<file path="config.mk">
export PLATFORM = sky130hd
export DESIGN_NAME = lfo_generator_delay_fade_flat
export DESIGN_NICKNAME = d
export VERILOG_FILES = /design/src/rtl/lfogdf_pkg.sv /design/src/rtl/lfogdf_if.sv /design/src/rtl/lfogdf_mul.sv /design/src/rtl/lfogdf_wave.sv /design/src/rtl/lfo_generator_delay_fade.sv /design/src/flat_wrapper.sv
export VERILOG_INCLUDE_DIRS = /design/src /design/src/rtl
export SDC_FILE = /design/constraint.sdc
export NUM_CORES = 2
export LEC_CHECK = 0
export BUFFER_PORTS_ARGS = -buffer_cell sky130_fd_sc_hd__buf_4
export CORE_UTILIZATION = 55
export DETAILED_ROUTE_END_ITERATION = 12
export HOLD_SLACK_MARGIN = 0.08
export MAX_ROUTING_LAYER = met4
export PLACE_DENSITY = 0.68
export RECOVER_POWER = 100
export SETUP_SLACK_MARGIN = 0.4
export SLEW_MARGIN = 20
export SYNTH_ARGS = -nofsm -noshare
export SYNTH_HDL_FRONTEND = slang
export SYNTH_SLANG_ARGS = --single-unit
</file>
<file path="constraint.sdc">
create_clock -name clk -period 20.2 [get_ports clk]
set_clock_uncertainty 0.15 [all_clocks]
set_input_delay 6.06 -clock clk [delete_from_list [all_inputs] [get_ports clk]]
set_output_delay 6.06 -clock clk [all_outputs]
set_load 0.005 [all_outputs]
</file>
<file path="src/rtl/lfo_generator_delay_fade_macros.svh">
// Assertion macros shared by the LFO block.
`ifndef LFO_GENERATOR_DELAY_FADE_MACROS_SVH
`define LFO_GENERATOR_DELAY_FADE_MACROS_SVH

// Same-cycle implication, masked during reset.
`define LFOGDF_ASSERT_IMP(label, clk, rst_n, cond, prop, msg) \
    label: assert property (@(posedge clk) disable iff (!rst_n) (cond) |-> (prop)) \
        else $error(msg);

// Next-cycle implication, masked during reset.
`define LFOGDF_ASSERT_NXT(label, clk, rst_n, cond, prop, msg) \
    label: assert property (@(posedge clk) disable iff (!rst_n) (cond) |=> (prop)) \
        else $error(msg);

`endif

</file>
<file path="src/rtl/lfogdf_pkg.sv">
// Types, codes and constants of the LFO block.
`default_nettype none

package lfogdf_pkg;

    localparam int CMD_W      = 1;
    localparam int DT_W       = 24;
    localparam int VALUE_W    = 16;
    localparam int CFG_IDX_W  = 3;
    localparam int CFG_DATA_W = 23;

    localparam logic [22:0] RATE_MAX  = 23'd6553600;
    localparam logic [16:0] DEPTH_ONE = 17'd65536;
    localparam logic [15:0] MAG_ONE   = 16'd32768;

    // Sine polynomial coefficients, unsigned Q30
    localparam logic [31:0] SC1 = 32'd1686629713;
    localparam logic [31:0] SC3 = 32'd693598668;
    localparam logic [31:0] SC5 = 32'd85569306;
    localparam logic [31:0] SC7 = 32'd5026996;
    localparam logic [31:0] SC9 = 32'd172272;

    localparam logic [1:0] POLY_LAST = 2'd3;
    localparam logic [3:0] DIV_LAST  = 4'd15;

    typedef enum logic [0:0] {
        CMD_TICK    = 1'b0,
        CMD_NOTE_ON = 1'b1
    } cmd_t;

    typedef enum logic [2:0] {
        CFG_RATE     = 3'd0,
        CFG_DELAY    = 3'd1,
        CFG_FADE     = 3'd2,
        CFG_WAVEFORM = 3'd3,
        CFG_BIPOLAR  = 3'd4,
        CFG_DEPTH    = 3'd5,
        CFG_KEY_SYNC = 3'd6
    } cfg_idx_t;

    typedef enum logic [2:0] {
        WAVE_SINE     = 3'd0,
        WAVE_TRIANGLE = 3'd1,
        WAVE_SQUARE   = 3'd2,
        WAVE_SAW      = 3'd3,
        WAVE_SAH      = 3'd4
    } wave_sel_t;

    typedef enum logic [3:0] {
        ST_IDLE,
        ST_ELAPSE,
        ST_NOW,
        ST_CHECK,
        ST_PHASE,
        ST_WAVE,
        ST_SQ,
        ST_POLY,
        ST_SFIN,
        ST_UNI,
        ST_DEPTH,
        ST_FLO,
        ST_FHI,
        ST_DIV,
        ST_FIN
    } state_t;

    // Wave shaper result: plain waves in w, sine as operand and sign
    typedef struct packed {
        logic signed [17:0] w;
        logic               sine;
        logic        [30:0] x;
        logic               neg;
    } wave_t;

    function automatic logic [31:0] sine_coef(input logic [1:0] step);
        logic [31:0] c;
        unique case (step)
            2'd0:    c = SC7;
            2'd1:    c = SC5;
            2'd2:    c = SC3;
            default: c = SC1;
        endcase
        return c;
    endfunction

endpackage

`default_nettype wire

</file>
<file path="src/rtl/lfogdf_if.sv">
// Handshake channels of the LFO block: tick input, result output, register writes.
`default_nettype none

interface lfogdf_item_if import lfogdf_pkg::*; ();
    logic            valid;
    logic            ready;
    logic [CMD_W-1:0] command;
    logic [DT_W-1:0] delta_time;

    modport source (output valid, command, delta_time, input ready);
    modport sink   (input valid, command, delta_time, output ready);
endinterface

interface lfogdf_result_if import lfogdf_pkg::*; ();
    logic                      valid;
    logic                      ready;
    logic signed [VALUE_W-1:0] lfo_value;
    logic                      in_delay;

    modport source (output valid, lfo_value, in_delay, input ready);
    modport sink   (input valid, lfo_value, in_delay, output ready);
endinterface

interface lfogdf_cfg_if import lfogdf_pkg::*; ();
    logic                  valid;
    logic                  ready;
    logic [CFG_IDX_W-1:0]  index;
    logic [CFG_DATA_W-1:0] data;

    modport source (output valid, index, data, input ready);
    modport sink   (input valid, index, data, output ready);
endinterface

`default_nettype wire

</file>
<file path="src/rtl/lfogdf_mul.sv">
// Shared 32x32 unsigned multiplier with registered product.
`default_nettype none

module lfogdf_mul import lfogdf_pkg::*; (
    input  logic        clk,
    input  logic [31:0] a,
    input  logic [31:0] b,
    output logic [63:0] prod
);

    logic [63:0] prod_reg;

    always_ff @(posedge clk)
    begin
        prod_reg <= 64'(a) * 64'(b);
    end

    assign prod = prod_reg;

endmodule

`default_nettype wire

</file>
<file path="src/rtl/lfogdf_wave.sv">
// Wave shaper: triangle, square, saw and sample-and-hold, plus the sine operand.
`default_nettype none

module lfogdf_wave import lfogdf_pkg::*; #(
    parameter int SINE_TABLE_DEPTH    = 1024,
    parameter int PHASE_FRACTION_BITS = 32
) (
    input  logic [63:0] phase,
    input  logic [2:0]  waveform,
    output wave_t       wave
);

    localparam int          SINE_BITS = $clog2(SINE_TABLE_DEPTH);
    localparam logic [31:0] SINE_MASK = ~((32'd1 << (32 - SINE_BITS)) - 32'd1);

    logic [31:0] frac;
    logic [31:0] p;
    logic [1:0]  quad;
    logic [30:0] r;
    logic [31:0] tri_d;
    logic [31:0] s0;
    logic [31:0] s1;
    logic [31:0] s2;
    logic [31:0] s3;

    always_comb
    begin
        frac = 32'(phase[PHASE_FRACTION_BITS-1:0]) << (32 - PHASE_FRACTION_BITS);

        // Snap to the table grid, then fold into the first quadrant
        p    = frac & SINE_MASK;
        quad = p[31:30];
        r    = {1'b0, p[29:0]};

        tri_d = frac[31] ? (frac - 32'h8000_0000) : (32'h8000_0000 - frac);

        s0 = phase[PHASE_FRACTION_BITS +: 32];
        s1 = s0 ^ (s0 << 13);
        s2 = s1 ^ (s1 >> 17);
        s3 = s2 ^ (s2 << 5);

        wave.sine = 1'b0;
        wave.x    = quad[0] ? (31'h4000_0000 - r) : r;
        wave.neg  = quad[1];

        unique case (wave_sel_t'(waveform))
            WAVE_SINE:
            begin
                wave.w    = 18'sd0;
                wave.sine = 1'b1;
            end
            WAVE_TRIANGLE: wave.w = 18'sd32768 - $signed({1'b0, 17'(tri_d >> 15)});
            WAVE_SQUARE:   wave.w = frac[31] ? -18'sd32768 : 18'sd32768;
            WAVE_SAW:      wave.w = $signed({2'b00, frac[31:16]}) - 18'sd32768;
            WAVE_SAH:      wave.w = $signed({2'b00, s3[31:16]}) - 18'sd32768;
            default:       wave.w = 18'sd0;
        endcase
    end

endmodule

`default_nettype wire

</file>
<file path="src/rtl/lfo_generator_delay_fade.sv">
// Top level of the modulation LFO with start delay, fade-in and sample-and-hold.
//
// Usage:
//   item   : tick words (command 0, delta_time in 2^-32 s) and note-on words
//            (command 1). Ready only while the sequencer is idle.
//   result : one word per tick (lfo_value Q1.15, in_delay flag); none per note on.
//   cfg    : register writes, index 0..6 as rate, delay, fade, waveform,
//            bipolar, depth, key sync; always ready, write only while idle.
// Timing: a note on is handled in the idle state. A tick in its delay goes
//   through ELAPSE, NOW and CHECK, then loads its result in FIN; a running
//   tick also goes through PHASE, WAVE, UNI and DEPTH, plus SQ, POLY and SFIN
//   for the sine polynomial and FLO, FHI and DIV for the fade-in scaling. The
//   next item waits for the return to idle. The steps follow the single shared
//   32x32 multiplier, which every product passes in turn, and the 16-step fade divider.
// Reset: registers take their default values, phase and elapsed time clear,
//   no result pending.
// Stall: a finished result sits in the output register; the next word is
//   taken meanwhile, and a later result waits in its last step until the
//   output register frees up.
`default_nettype none

`include "lfo_generator_delay_fade_macros.svh"

module lfo_generator_delay_fade import lfogdf_pkg::*; #(
    parameter int SINE_TABLE_DEPTH    = 1024,
    parameter int PHASE_FRACTION_BITS = 32
) (
    input  logic            clk,
    input  logic            rst_n,
    lfogdf_item_if.sink     item,
    lfogdf_result_if.source result,
    lfogdf_cfg_if.sink      cfg
);

    localparam int INC_SHIFT = 48 - PHASE_FRACTION_BITS;

    // Sequencer
    state_t state_reg;
    state_t state_next;

    // Configuration registers
    logic [22:0] rate_reg;
    logic [15:0] delay_reg;
    logic [15:0] fade_reg;
    logic [2:0]  waveform_reg;
    logic        bipolar_reg;
    logic [16:0] depth_reg;
    logic        key_sync_reg;

    // Oscillator state
    logic [63:0] phase_reg;
    logic [47:0] elapsed_reg;

    // Per-tick working registers
    logic [23:0]        dt_reg;
    logic [57:0]        now_reg;
    logic [57:0]        a_reg;
    logic               in_delay_reg;
    logic               fade_on_reg;
    logic signed [17:0] w_reg;
    logic [30:0]        x_reg;
    logic [30:0]        x2_reg;
    logic               neg_reg;
    logic [1:0]         poly_cnt_reg;
    logic               sign_reg;
    logic [15:0]        mag_reg;
    logic [15:0]        lo_hi_reg;
    logic [15:0]        rem_reg;
    logic [15:0]        quo_reg;
    logic [3:0]         div_cnt_reg;

    // Output register
    logic        res_valid_reg;
    logic [15:0] res_value_reg;
    logic        res_delay_reg;

    // Combinational helpers
    logic               item_acc;
    logic               res_load;
    logic [48:0]        elapsed_sum;
    logic [57:0]        now_c;
    logic [47:0]        dend_c;
    logic               in_delay_c;
    logic               fade_on_c;
    logic [22:0]        rate_c;
    logic [16:0]        depth_c;
    logic [63:0]        inc_c;
    logic [30:0]        x2_c;
    logic [31:0]        t_c;
    logic [33:0]        s_round;
    logic [18:0]        q_raw;
    logic [15:0]        q_cap;
    logic signed [17:0] w_sum;
    logic signed [17:0] w_u;
    logic               sign_u;
    logic [15:0]        mag_u;
    logic [15:0]        mag_d;
    logic [31:0]        n_c;
    logic [16:0]        trial;
    logic               ge;
    logic [15:0]        mag_f;
    logic [15:0]        value_f;

    logic [31:0] mul_a;
    logic [31:0] mul_b;
    logic [63:0] mul_prod;
    wave_t       wave;

    lfogdf_mul u_mul (
        .clk  (clk),
        .a    (mul_a),
        .b    (mul_b),
        .prod (mul_prod)
    );

    lfogdf_wave #(
        .SINE_TABLE_DEPTH    (SINE_TABLE_DEPTH),
        .PHASE_FRACTION_BITS (PHASE_FRACTION_BITS)
    ) u_wave (
        .phase    (phase_reg),
        .waveform (waveform_reg),
        .wave     (wave)
    );

    assign item_acc = item.valid && item.ready;
    assign res_load = (state_reg == ST_FIN) && (!res_valid_reg || result.ready);

    // Datapath arithmetic
    always_comb
    begin
        elapsed_sum = {1'b0, elapsed_reg} + 49'(dt_reg);
        // elapsed * 1000 as 1024 - 16 - 8
        now_c = {elapsed_reg, 10'b0} - 58'({elapsed_reg, 4'b0}) - 58'({elapsed_reg, 3'b0});
        dend_c     = {delay_reg, 32'b0};
        in_delay_c = now_reg < 58'(dend_c);
        // a < fade << 32 reduces to a compare on bits 47:32
        fade_on_c  = (fade_reg != 16'd0) && (a_reg[57:48] == 10'd0)
                     && (a_reg[47:32] < fade_reg);

        rate_c  = (rate_reg > RATE_MAX) ? RATE_MAX : rate_reg;
        depth_c = (depth_reg > DEPTH_ONE) ? DEPTH_ONE : depth_reg;
        inc_c   = mul_prod >> INC_SHIFT;

        // Horner steps of the sine polynomial
        x2_c    = 31'(mul_prod >> 30);
        t_c     = sine_coef(poly_cnt_reg) - 32'(mul_prod >> 30);
        s_round = 34'(mul_prod >> 30) + 34'd16384;
        q_raw   = 19'(s_round >> 15);
        q_cap   = (q_raw > 19'(MAG_ONE)) ? MAG_ONE : 16'(q_raw);

        // Unipolar map and split into sign and magnitude
        w_sum  = w_reg + 18'sd32768;
        w_u    = bipolar_reg ? w_reg : (w_sum >>> 1);
        sign_u = w_u < 18'sd0;
        mag_u  = sign_u ? 16'(-w_u) : 16'(w_u);

        mag_d = 16'(mul_prod >> 16);
        n_c   = mul_prod[31:0] + {16'b0, lo_hi_reg};

        trial = {rem_reg, quo_reg[15]};
        ge    = trial >= {1'b0, fade_reg};

        mag_f = fade_on_reg ? quo_reg : mag_reg;
        if (sign_reg)
        begin
            value_f = 16'(-{1'b0, mag_f});
        end
        else
        begin
            value_f = mag_f[15] ? 16'h7FFF : mag_f;
        end
    end

    // Next state
    always_comb
    begin
        state_next = state_reg;
        unique case (state_reg)
            ST_IDLE:
            begin
                if (item_acc && (item.command == CMD_TICK))
                begin
                    state_next = ST_ELAPSE;
                end
            end
            ST_ELAPSE: state_next = ST_NOW;
            ST_NOW:    state_next = ST_CHECK;
            ST_CHECK:  state_next = in_delay_c ? ST_FIN : ST_PHASE;
            ST_PHASE:  state_next = ST_WAVE;
            ST_WAVE:   state_next = wave.sine ? ST_SQ : ST_UNI;
            ST_SQ:     state_next = ST_POLY;
            ST_POLY:
            begin
                if (poly_cnt_reg == POLY_LAST)
                begin
                    state_next = ST_SFIN;
                end
            end
            ST_SFIN:   state_next = ST_UNI;
            ST_UNI:    state_next = ST_DEPTH;
            ST_DEPTH:  state_next = fade_on_reg ? ST_FLO : ST_FIN;
            ST_FLO:    state_next = ST_FHI;
            ST_FHI:    state_next = ST_DIV;
            ST_DIV:
            begin
                if (div_cnt_reg == DIV_LAST)
                begin
                    state_next = ST_FIN;
                end
            end
            ST_FIN:
            begin
                if (res_load)
                begin
                    state_next = ST_IDLE;
                end
            end
            default:   state_next = ST_IDLE;
        endcase
    end

    // Sequencer outputs: handshake and multiplier operands
    always_comb
    begin
        item.ready = 1'b0;
        mul_a      = 32'd0;
        mul_b      = 32'd0;
        unique case (state_reg)
            ST_IDLE:  item.ready = 1'b1;
            ST_CHECK:
            begin
                mul_a = 32'(rate_c);
                mul_b = 32'(dt_reg);
            end
            ST_WAVE:
            begin
                mul_a = {1'b0, wave.x};
                mul_b = {1'b0, wave.x};
            end
            ST_SQ:
            begin
                mul_a = {1'b0, x2_c};
                mul_b = SC9;
            end
            ST_POLY:
            begin
                mul_a = (poly_cnt_reg == POLY_LAST) ? {1'b0, x_reg} : {1'b0, x2_reg};
                mul_b = t_c;
            end
            ST_UNI:
            begin
                mul_a = 32'(mag_u);
                mul_b = 32'(depth_c);
            end
            ST_DEPTH:
            begin
                mul_a = 32'(mag_d);
                mul_b = a_reg[31:0];
            end
            ST_FLO:
            begin
                mul_a = 32'(mag_reg);
                mul_b = 32'(a_reg[47:32]);
            end
            default:
            begin
                mul_a = 32'd0;
                mul_b = 32'd0;
            end
        endcase
    end

    assign cfg.ready        = 1'b1;
    assign result.valid     = res_valid_reg;
    assign result.lfo_value = res_value_reg;
    assign result.in_delay  = res_delay_reg;

    // Control state, configuration and oscillator state
    always_ff @(posedge clk or negedge rst_n)
    begin
        if (!rst_n)
        begin
            state_reg     <= ST_IDLE;
            rate_reg      <= 23'd327680;
            delay_reg     <= 16'd0;
            fade_reg      <= 16'd0;
            waveform_reg  <= WAVE_SINE;
            bipolar_reg   <= 1'b1;
            depth_reg     <= DEPTH_ONE;
            key_sync_reg  <= 1'b1;
            phase_reg     <= 64'd0;
            elapsed_reg   <= 48'd0;
            res_valid_reg <= 1'b0;
        end
        else
        begin
            state_reg <= state_next;

            if (cfg.valid && cfg.ready)
            begin
                unique case (cfg_idx_t'(cfg.index))
                    CFG_RATE:     rate_reg     <= cfg.data[22:0];
                    CFG_DELAY:    delay_reg    <= cfg.data[15:0];
                    CFG_FADE:     fade_reg     <= cfg.data[15:0];
                    CFG_WAVEFORM: waveform_reg <= cfg.data[2:0];
                    CFG_BIPOLAR:  bipolar_reg  <= cfg.data[0];
                    CFG_DEPTH:    depth_reg    <= cfg.data[16:0];
                    CFG_KEY_SYNC: key_sync_reg <= cfg.data[0];
                    default:      ;
                endcase
            end

            // Note on: restart the timeline, and the phase under key sync
            if ((state_reg == ST_IDLE) && item_acc && (item.command == CMD_NOTE_ON))
            begin
                elapsed_reg <= 48'd0;
                if (key_sync_reg)
                begin
                    phase_reg <= 64'd0;
                end
            end

            // Saturate elapsed time at full scale
            if (state_reg == ST_ELAPSE)
            begin
                elapsed_reg <= elapsed_sum[48] ? {48{1'b1}} : elapsed_sum[47:0];
            end

            if (state_reg == ST_PHASE)
            begin
                phase_reg <= phase_reg + inc_c;
            end

            if (res_load)
            begin
                res_valid_reg <= 1'b1;
            end
            else if (result.ready)
            begin
                res_valid_reg <= 1'b0;
            end
        end
    end

    // Working registers, no reset needed
    always_ff @(posedge clk)
    begin
        if (item_acc)
        begin
            dt_reg <= item.delta_time;
        end

        unique case (state_reg)
            ST_NOW: now_reg <= now_c;
            ST_CHECK:
            begin
                a_reg        <= now_reg - 58'(dend_c);
                in_delay_reg <= in_delay_c;
                if (in_delay_c)
                begin
                    mag_reg     <= 16'd0;
                    sign_reg    <= 1'b0;
                    fade_on_reg <= 1'b0;
                end
            end
            ST_PHASE: fade_on_reg <= fade_on_c;
            ST_WAVE:
            begin
                w_reg        <= wave.w;
                x_reg        <= wave.x;
                neg_reg      <= wave.neg;
                poly_cnt_reg <= 2'd0;
            end
            ST_SQ:   x2_reg <= x2_c;
            ST_POLY: poly_cnt_reg <= poly_cnt_reg + 2'd1;
            ST_SFIN:
            begin
                w_reg <= neg_reg ? -$signed({2'b00, q_cap}) : $signed({2'b00, q_cap});
            end
            ST_UNI:   sign_reg  <= sign_u;
            ST_DEPTH: mag_reg   <= mag_d;
            ST_FLO:   lo_hi_reg <= mul_prod[47:32];
            ST_FHI:
            begin
                // Upper half starts as the partial remainder, lower half shifts in
                rem_reg     <= n_c[31:16];
                quo_reg     <= n_c[15:0];
                div_cnt_reg <= 4'd0;
            end
            ST_DIV:
            begin
                rem_reg     <= ge ? 16'(trial - {1'b0, fade_reg}) : trial[15:0];
                quo_reg     <= {quo_reg[14:0], ge};
                div_cnt_reg <= div_cnt_reg + 4'd1;
            end
            default: ;
        endcase

        if (res_load)
        begin
            res_value_reg <= value_f;
            res_delay_reg <= in_delay_reg;
        end
    end

    // Checks
    `LFOGDF_ASSERT_IMP(a_delay_zero, clk, rst_n, result.valid && result.in_delay, result.lfo_value == 16'sd0, "delayed word carries a non-zero value")
    `LFOGDF_ASSERT_NXT(a_note_clear, clk, rst_n, item_acc && (item.command == CMD_NOTE_ON), elapsed_reg == 48'd0, "note on did not clear elapsed time")
    `LFOGDF_ASSERT_IMP(a_div_rem, clk, rst_n, state_reg == ST_DIV, rem_reg < fade_reg, "fade divider remainder out of range")
    `LFOGDF_ASSERT_IMP(a_mag_range, clk, rst_n, state_reg == ST_FIN, mag_f <= MAG_ONE, "final magnitude above one")

endmodule

`default_nettype wire

</file>
<file path="src/flat_wrapper.sv">
// flat-port wrapper written by rule: the top's interface ports become plain ports
module lfo_generator_delay_fade_flat import lfogdf_pkg::*;
#(
    parameter int SINE_TABLE_DEPTH    = 1024,
    parameter int PHASE_FRACTION_BITS = 32
)
  (clk, rst_n, item_valid, item_command, item_delta_time, item_ready, result_valid, result_lfo_value, result_in_delay, result_ready, cfg_valid, cfg_index, cfg_data, cfg_ready);
  lfogdf_item_if item_i ();
  lfogdf_result_if result_i ();
  lfogdf_cfg_if cfg_i ();
  input  logic clk;
  input  logic rst_n;
  input wire logic [$bits(item_i.valid)-1:0] item_valid;
  input wire logic [$bits(item_i.command)-1:0] item_command;
  input wire logic [$bits(item_i.delta_time)-1:0] item_delta_time;
  output wire logic [$bits(item_i.ready)-1:0] item_ready;
  output wire logic [$bits(result_i.valid)-1:0] result_valid;
  output wire logic [$bits(result_i.lfo_value)-1:0] result_lfo_value;
  output wire logic [$bits(result_i.in_delay)-1:0] result_in_delay;
  input wire logic [$bits(result_i.ready)-1:0] result_ready;
  input wire logic [$bits(cfg_i.valid)-1:0] cfg_valid;
  input wire logic [$bits(cfg_i.index)-1:0] cfg_index;
  input wire logic [$bits(cfg_i.data)-1:0] cfg_data;
  output wire logic [$bits(cfg_i.ready)-1:0] cfg_ready;
  assign item_i.valid = item_valid;
  assign item_i.command = item_command;
  assign item_i.delta_time = item_delta_time;
  assign item_ready = item_i.ready;
  assign result_valid = result_i.valid;
  assign result_lfo_value = result_i.lfo_value;
  assign result_in_delay = result_i.in_delay;
  assign result_i.ready = result_ready;
  assign cfg_i.valid = cfg_valid;
  assign cfg_i.index = cfg_index;
  assign cfg_i.data = cfg_data;
  assign cfg_ready = cfg_i.ready;
  lfo_generator_delay_fade #(.SINE_TABLE_DEPTH(SINE_TABLE_DEPTH), .PHASE_FRACTION_BITS(PHASE_FRACTION_BITS)) u_core (.clk(clk), .rst_n(rst_n), .item(item_i), .result(result_i), .cfg(cfg_i));
endmodule
</file>
---- Yosys cells after proc, flatten, opt, wreduce, memory -nomap -nowiden ----
Cells that the tools add are included.
storage, ports and cells
  register bits ........................... 569
  output and inout port bits .............. 20
operators by class
  equality and inequality tests ........... 33
  $mul .................................... 1
  bitwise logic cells ..................... 4
  $add $sub $neg .......................... 21
  reductions and logical operators ........ 37
  magnitude comparators ................... 7
  muxes and demuxes ....................... 46
operator list
  kind                      count
  $pmux W32 S7              2
  $mux W64                  3
  $mux W48                  3
  $mux W16                  6
  $pmux W16 S2              3
  $pmux W31 S3              1
  $pmux W18 S4              1
  $add A64 B48 Y64          1
  $mul A32 B32 Y64          1
  $xor A32 B32 Y32          2
  $mux W31                  2
  $pmux W4 S15              1
  $lt A58 B48 Y1            1
  $sub A58 B48 Y58          1
  $sub A58 B51 Y58          1
  $sub A58 B52 Y58          1
  $mux W18                  3
  $add A48 B24 Y49          1
  $pmux W18 S2              1
  $add A34 B15 Y34 const B  1
  $sub A16 B16 Y17 const B  2
  $add A32 B16 Y32          1
  $eq A4 B4 Y1 const B      8
  $mux W32                  1
  other kinds (48)          101

---- Depth between registers and ports, before layout ----
  depth in word-level cells ............... 7
  depth in mapped cells ................... 44
  depth with buffers taken out ............ 40

---- By module ----
From an unflattened synthesis, not the netlist that was laid out.
second synthesis, totals
  cell total of the unflattened synthesis .. 7677
  area, all modules ....................... 71783.8 um2
modules (own cells, without submodules)
  module                    area an instance (um2)  instances  cells an instance
  lfo_generator_delay_fade  35153.7                 1          3658
  lfogdf_mul                34578.2                 1          3741
  lfogdf_wave               2052.0                  1          278

---- Worst setup path before layout ----
No wires, ideal clock.
  path type ............................... register to register
  start ................................... reg u_core.state_reg[0]
  end ..................................... reg u_core.u_mul.prod_reg[61], in the netlist u_core.u_mul.prod[61]
  path slack .............................. 9.363 ns
  required time ........................... 19.927 ns
  stages on the path, launching flop included .. 33
  path buffers ............................ 5
  arrival ................................. 10.563 ns
  path through ............................ dfrtp_1 clkbuf_1 nand2_1 nor3_1 clkbuf_1 clkbuf_1 nand3_1 nand3_1 clkbuf_1 nand2_1 fa_1 inv_1 fa_1 inv_1 fa_1 fa_1 inv_1 fa_1 fa_1 fa_1 fa_1 ha_1 clkbuf_1 a21o_1 a221oi_1 nand3_1 nor4_1 a21oi_1 o221ai_1 o31ai_2 a221oi_1 a21oi_1 xor2_1
on the way
  cells in the longest elaborated chain, start to end .. 3
  elaborated cells on any way between the ends .. 10
RTL lines
  item                                  line                             text
  start: declaration                    lfo_generator_delay_fade.sv:38   state_t state_reg;
  start signal: assignment              lfo_generator_delay_fade.sv:297  state_reg <= state_next;
  $eq A4 B4 Y1 (tied with other cells)  lfo_generator_delay_fade.sv:228  unique case (state_reg)
  $pmux W32 S7                          lfo_generator_delay_fade.sv:228
  $mul A32 B32 Y64 *                    lfogdf_mul.sv:15                 prod_reg <= 64'(a) * 64'(b);
  end signal: assignment                lfogdf_mul.sv:15
  end: declaration                      lfogdf_mul.sv:11                 logic [63:0] prod_reg;
Mark *: on every way between the ends. The rest lies on a longest branch, timed or not.
A chain may end at the register's enable or synchronous reset.

---- Worst setup path after layout ----
Same ends and word-level chain as after synthesis.

==> results.md <==
* Multi-input gate area at 49,000 um^2
* Max cap viols at 22
* RSZ-0062 raised after global routing: no
* Post-placement setup slack at 8.374 ns
* Most frequent cells in the layout: inv_1 (1,194), nand2_1 (982), fa_1 (914)
* Worst-Skew Late Latency at 0.69 ns
* P_leak at 33.80 nW
* Layout cells sized above 1 at 5.460%
* CORE AREA at 124,300 um^2
* Required @ worst endpoint at 20.63 ns
* Hold_buf cts at 0
* Met3 Usage GRT at 6.398%
* Vias in the first global route at 56,640
* Setup bufs post-CTS at 0
* FFs w/ async S/R, synth at 35.86%
* Initial antenna violation count at 10
* Synth unique cells at 106
* Max Fclk at 0.06455 GHz
* Yosys warnings at 0
* Final setup violation count at 0
* Setup Total Neg Slack at 0 ns
* Hold Path Class: reg2reg
* Critical path class: reg2reg
* Most common cell after layout, fill and taps aside: inv_1
* Worst Tran Pin Value at 4.339 ns
* FF/Latch Area at 14,640 um^2
* Die height at 357.0 um
* CTS tree: done
* CTS Buf Count at 57
* Cell count after synthesis at 7,714
* Status: finished with violations
* Grt met2 use at 56.74%
* Mapped Nets at 9,210
* Routed Antenna Nets at 0
* Gr usage total at 38.05%
* Post-route setup slack at 4.707 ns
* Arr. time, crit path at 15.92 ns
* Vias per inst at 6.106
* Post-cts sizing count at 0
* Top Usage Layer GRT: met2
* CP max stage delay at 2.05 ns
* Number of H-tree levels at 2
* Post-Synthesis Cell Area at 69,310 um^2
* Final Hold Viols at 0
* Starting density of the core at 55.77%
* Fin crit share at 76.70%
* HPWL after DPL at 185.3 mm
* I/O Pins at 76
* Hold_ws at 0.2664 ns
* Clock slew at reported path FFs at 0.07 ns
* CP Capture Type: register
* Worst path slowest cell: clkbuf_1
* Post-synth top flop: edfxtp_1
* First-pass GRT wire length at 352.2 mm
* Total power at 11.63 mW
* Routed len/inst at 24.84 um
* Initial DRC count at 5,904
* Routed vias at 57,030
* EDFF count, synth at 283
* GRT overflow at 0
* Area Growth Syn to Fin at 6.136%
* Seq cells post-synth at 541
* Largest net degree at the start of global routing at 79
* Max-slew headroom at -189.2%
* WL final at 232.0 mm
* Clk sinks at 541
* Die area at 127,400 um^2
* Met1 GRT Util at 51.65%
* CTS root buf: clkbuf_16
* Critical-path maximum fanout at 46
* I/O Buffers at 74
* # DRC at 0
* Clock tree buffer depth at 3
* Row Count at 129
* Die Wd at 357.0 um
* P per Cell Area at 158.1 nW/um^2
* Critical Path Most Common Cell: fa_1
* # nets final at 9,140
* Startpoint Class: register
* Slew Limit Fails at 842
* Peak VDD IR at 0.1675 mV
* Fillers at 11,070
* Sequential area share after synthesis at 21.12%
* Post-Syn Area per Cell at 8.985 um^2
* GP Congestion at 1.056
* Total iterations of the first detailed-routing run at 9
* Failing checks: max-capacitance violations, max-slew violations
* Minimum clock period at 15.49 ns
## cells in the mapped netlist, drive strengths merged (15+ instances only)
cell type / count / area, um^2
o21ai: 320 / 1605
a211o: 21 / 183.9
o22ai: 22 / 137.6
edfxtp: 283 / 8498
xor2: 148 / 1296
nand2: 984 / 3696
nand4: 63 / 400.4
nand3: 135 / 675.7
nor2: 631 / 2371
a31oi: 49 / 306.5
a31o: 17 / 148.9
ha: 526 / 6581
nor2b: 52 / 325.3
a221oi: 48 / 445.4
or3: 28 / 195.2
nor4: 35 / 240.2
nor3: 89 / 450.4
dfrtp: 189 / 4730
mux2i: 48 / 480.5
fa: 914 / 18300
and4: 16 / 140.1
dfxtp: 64 / 1281
xnor2: 232 / 2051
clkbuf: 302 / 1155
and2: 86 / 538.0
or2: 15 / 96.35
inv: 1194 / 4482
a221o: 22 / 220.2
buf: 45 / 261.5
o211ai: 40 / 305.3
a211oi: 47 / 357.8
o21a: 60 / 450.4
a22oi: 22 / 165.2
o21bai: 42 / 315.3
o31ai: 47 / 362.8
nand2b: 63 / 394.1
mux2: 59 / 668.1
a21oi: 378 / 1892
and3: 72 / 450.4
a21boi: 16 / 120.1
a21o: 128 / 960.9
## kinds of logic (layout without fill, tap and decap cells)
logic type | Yosys count | after routing | share of synthesized area (%)
adders and majority gates | 1440 | 1440 | 35.90
buffers and inverters | 1541 | 1520 | 8.510
other | 1 | 11 | 0.005411
DFF | 541 | 541 | 21.12
AOI/OAI and AO/OA | 1394 | 1394 | 13.10
and+or+nand+nor | 2310 | 2310 | 14.88
xor gates and xnor gates | 380 | 380 | 4.829
muxes | 107 | 107 | 1.657
## layout make-up
cell class / count / area share [%]
antenna: 10 / 0.03402
clock buffer: 69 / 2.096
clock inverter: 39 / 0.5834
inverter: 1194 / 6.093
multi-input combinational: 5632 / 66.61
sequential: 541 / 19.90
tap: 1637 / 2.784
timing repair buffer: 218 / 1.898
## path summary, 6_finish.rpt
| check | depth (start not counted) | slack, ns | endpoint | from |
|---|---|---|---|---|
| setup / recovery | 34 | 4.71 | u_core.u_mul.prod[61] | u_core.state_reg[0] |
| hold / removal | 0 | 0.27 | u_core.a_reg[20] | u_core.now_reg[20] |
| setup reg to reg | 34 | 4.71 | u_core.u_mul.prod[61] | u_core.state_reg[0] |
| hold reg to reg | 0 | 0.27 | u_core.a_reg[20] | u_core.now_reg[20] |
| max in group asynchronous | 2 | 7.56 | u_core.phase_reg[52] | rst_n |
| min in group asynchronous | 1 | 6.66 | u_core.elapsed_reg[35] | rst_n |
## metal layers
metal | vias up | part of all wire [%]
met3 | 498 | 9.6
met2 | 2695 | 44
li1 | 25220 | -
met5 | - | 0
met4 | 0 | 4.8
met1 | 28620 | 41
## power by group
| part | total, mW | internal, mW | switching (mW) |
|---|---|---|---|
| combinational | 8.40 | 2.90 | 5.51 |
| sequential | 2.11 | 1.68 | 0.427 |
| clock | 1.12 | 0.608 | 0.510 |
## metrics by stage
stage	utilization, %	std cells	instance area, um^2
floorplan	-	7714	69310
global placement	57.83	9221	71880
detailed placement	57.85	9221	71890
CTS	59.43	9329	73860
global route	59.18	9336	73550
finish	59.19	9340	73560
## critical path, delay by kind of cell, from the launching register on
kind | cells | cell delay (ns)
buffers and inverters | 8 | 5.17
adder cells (fa/ha/maj) | 9 | 4.44
AND/OR/NAND/NOR | 7 | 1.80
AO/OA/AOI/OAI | 9 | 2.99
XOR/XNOR | 1 | 0.17
flip-flops | 1 | 0.59
Power figures use the tool's default switching activity.
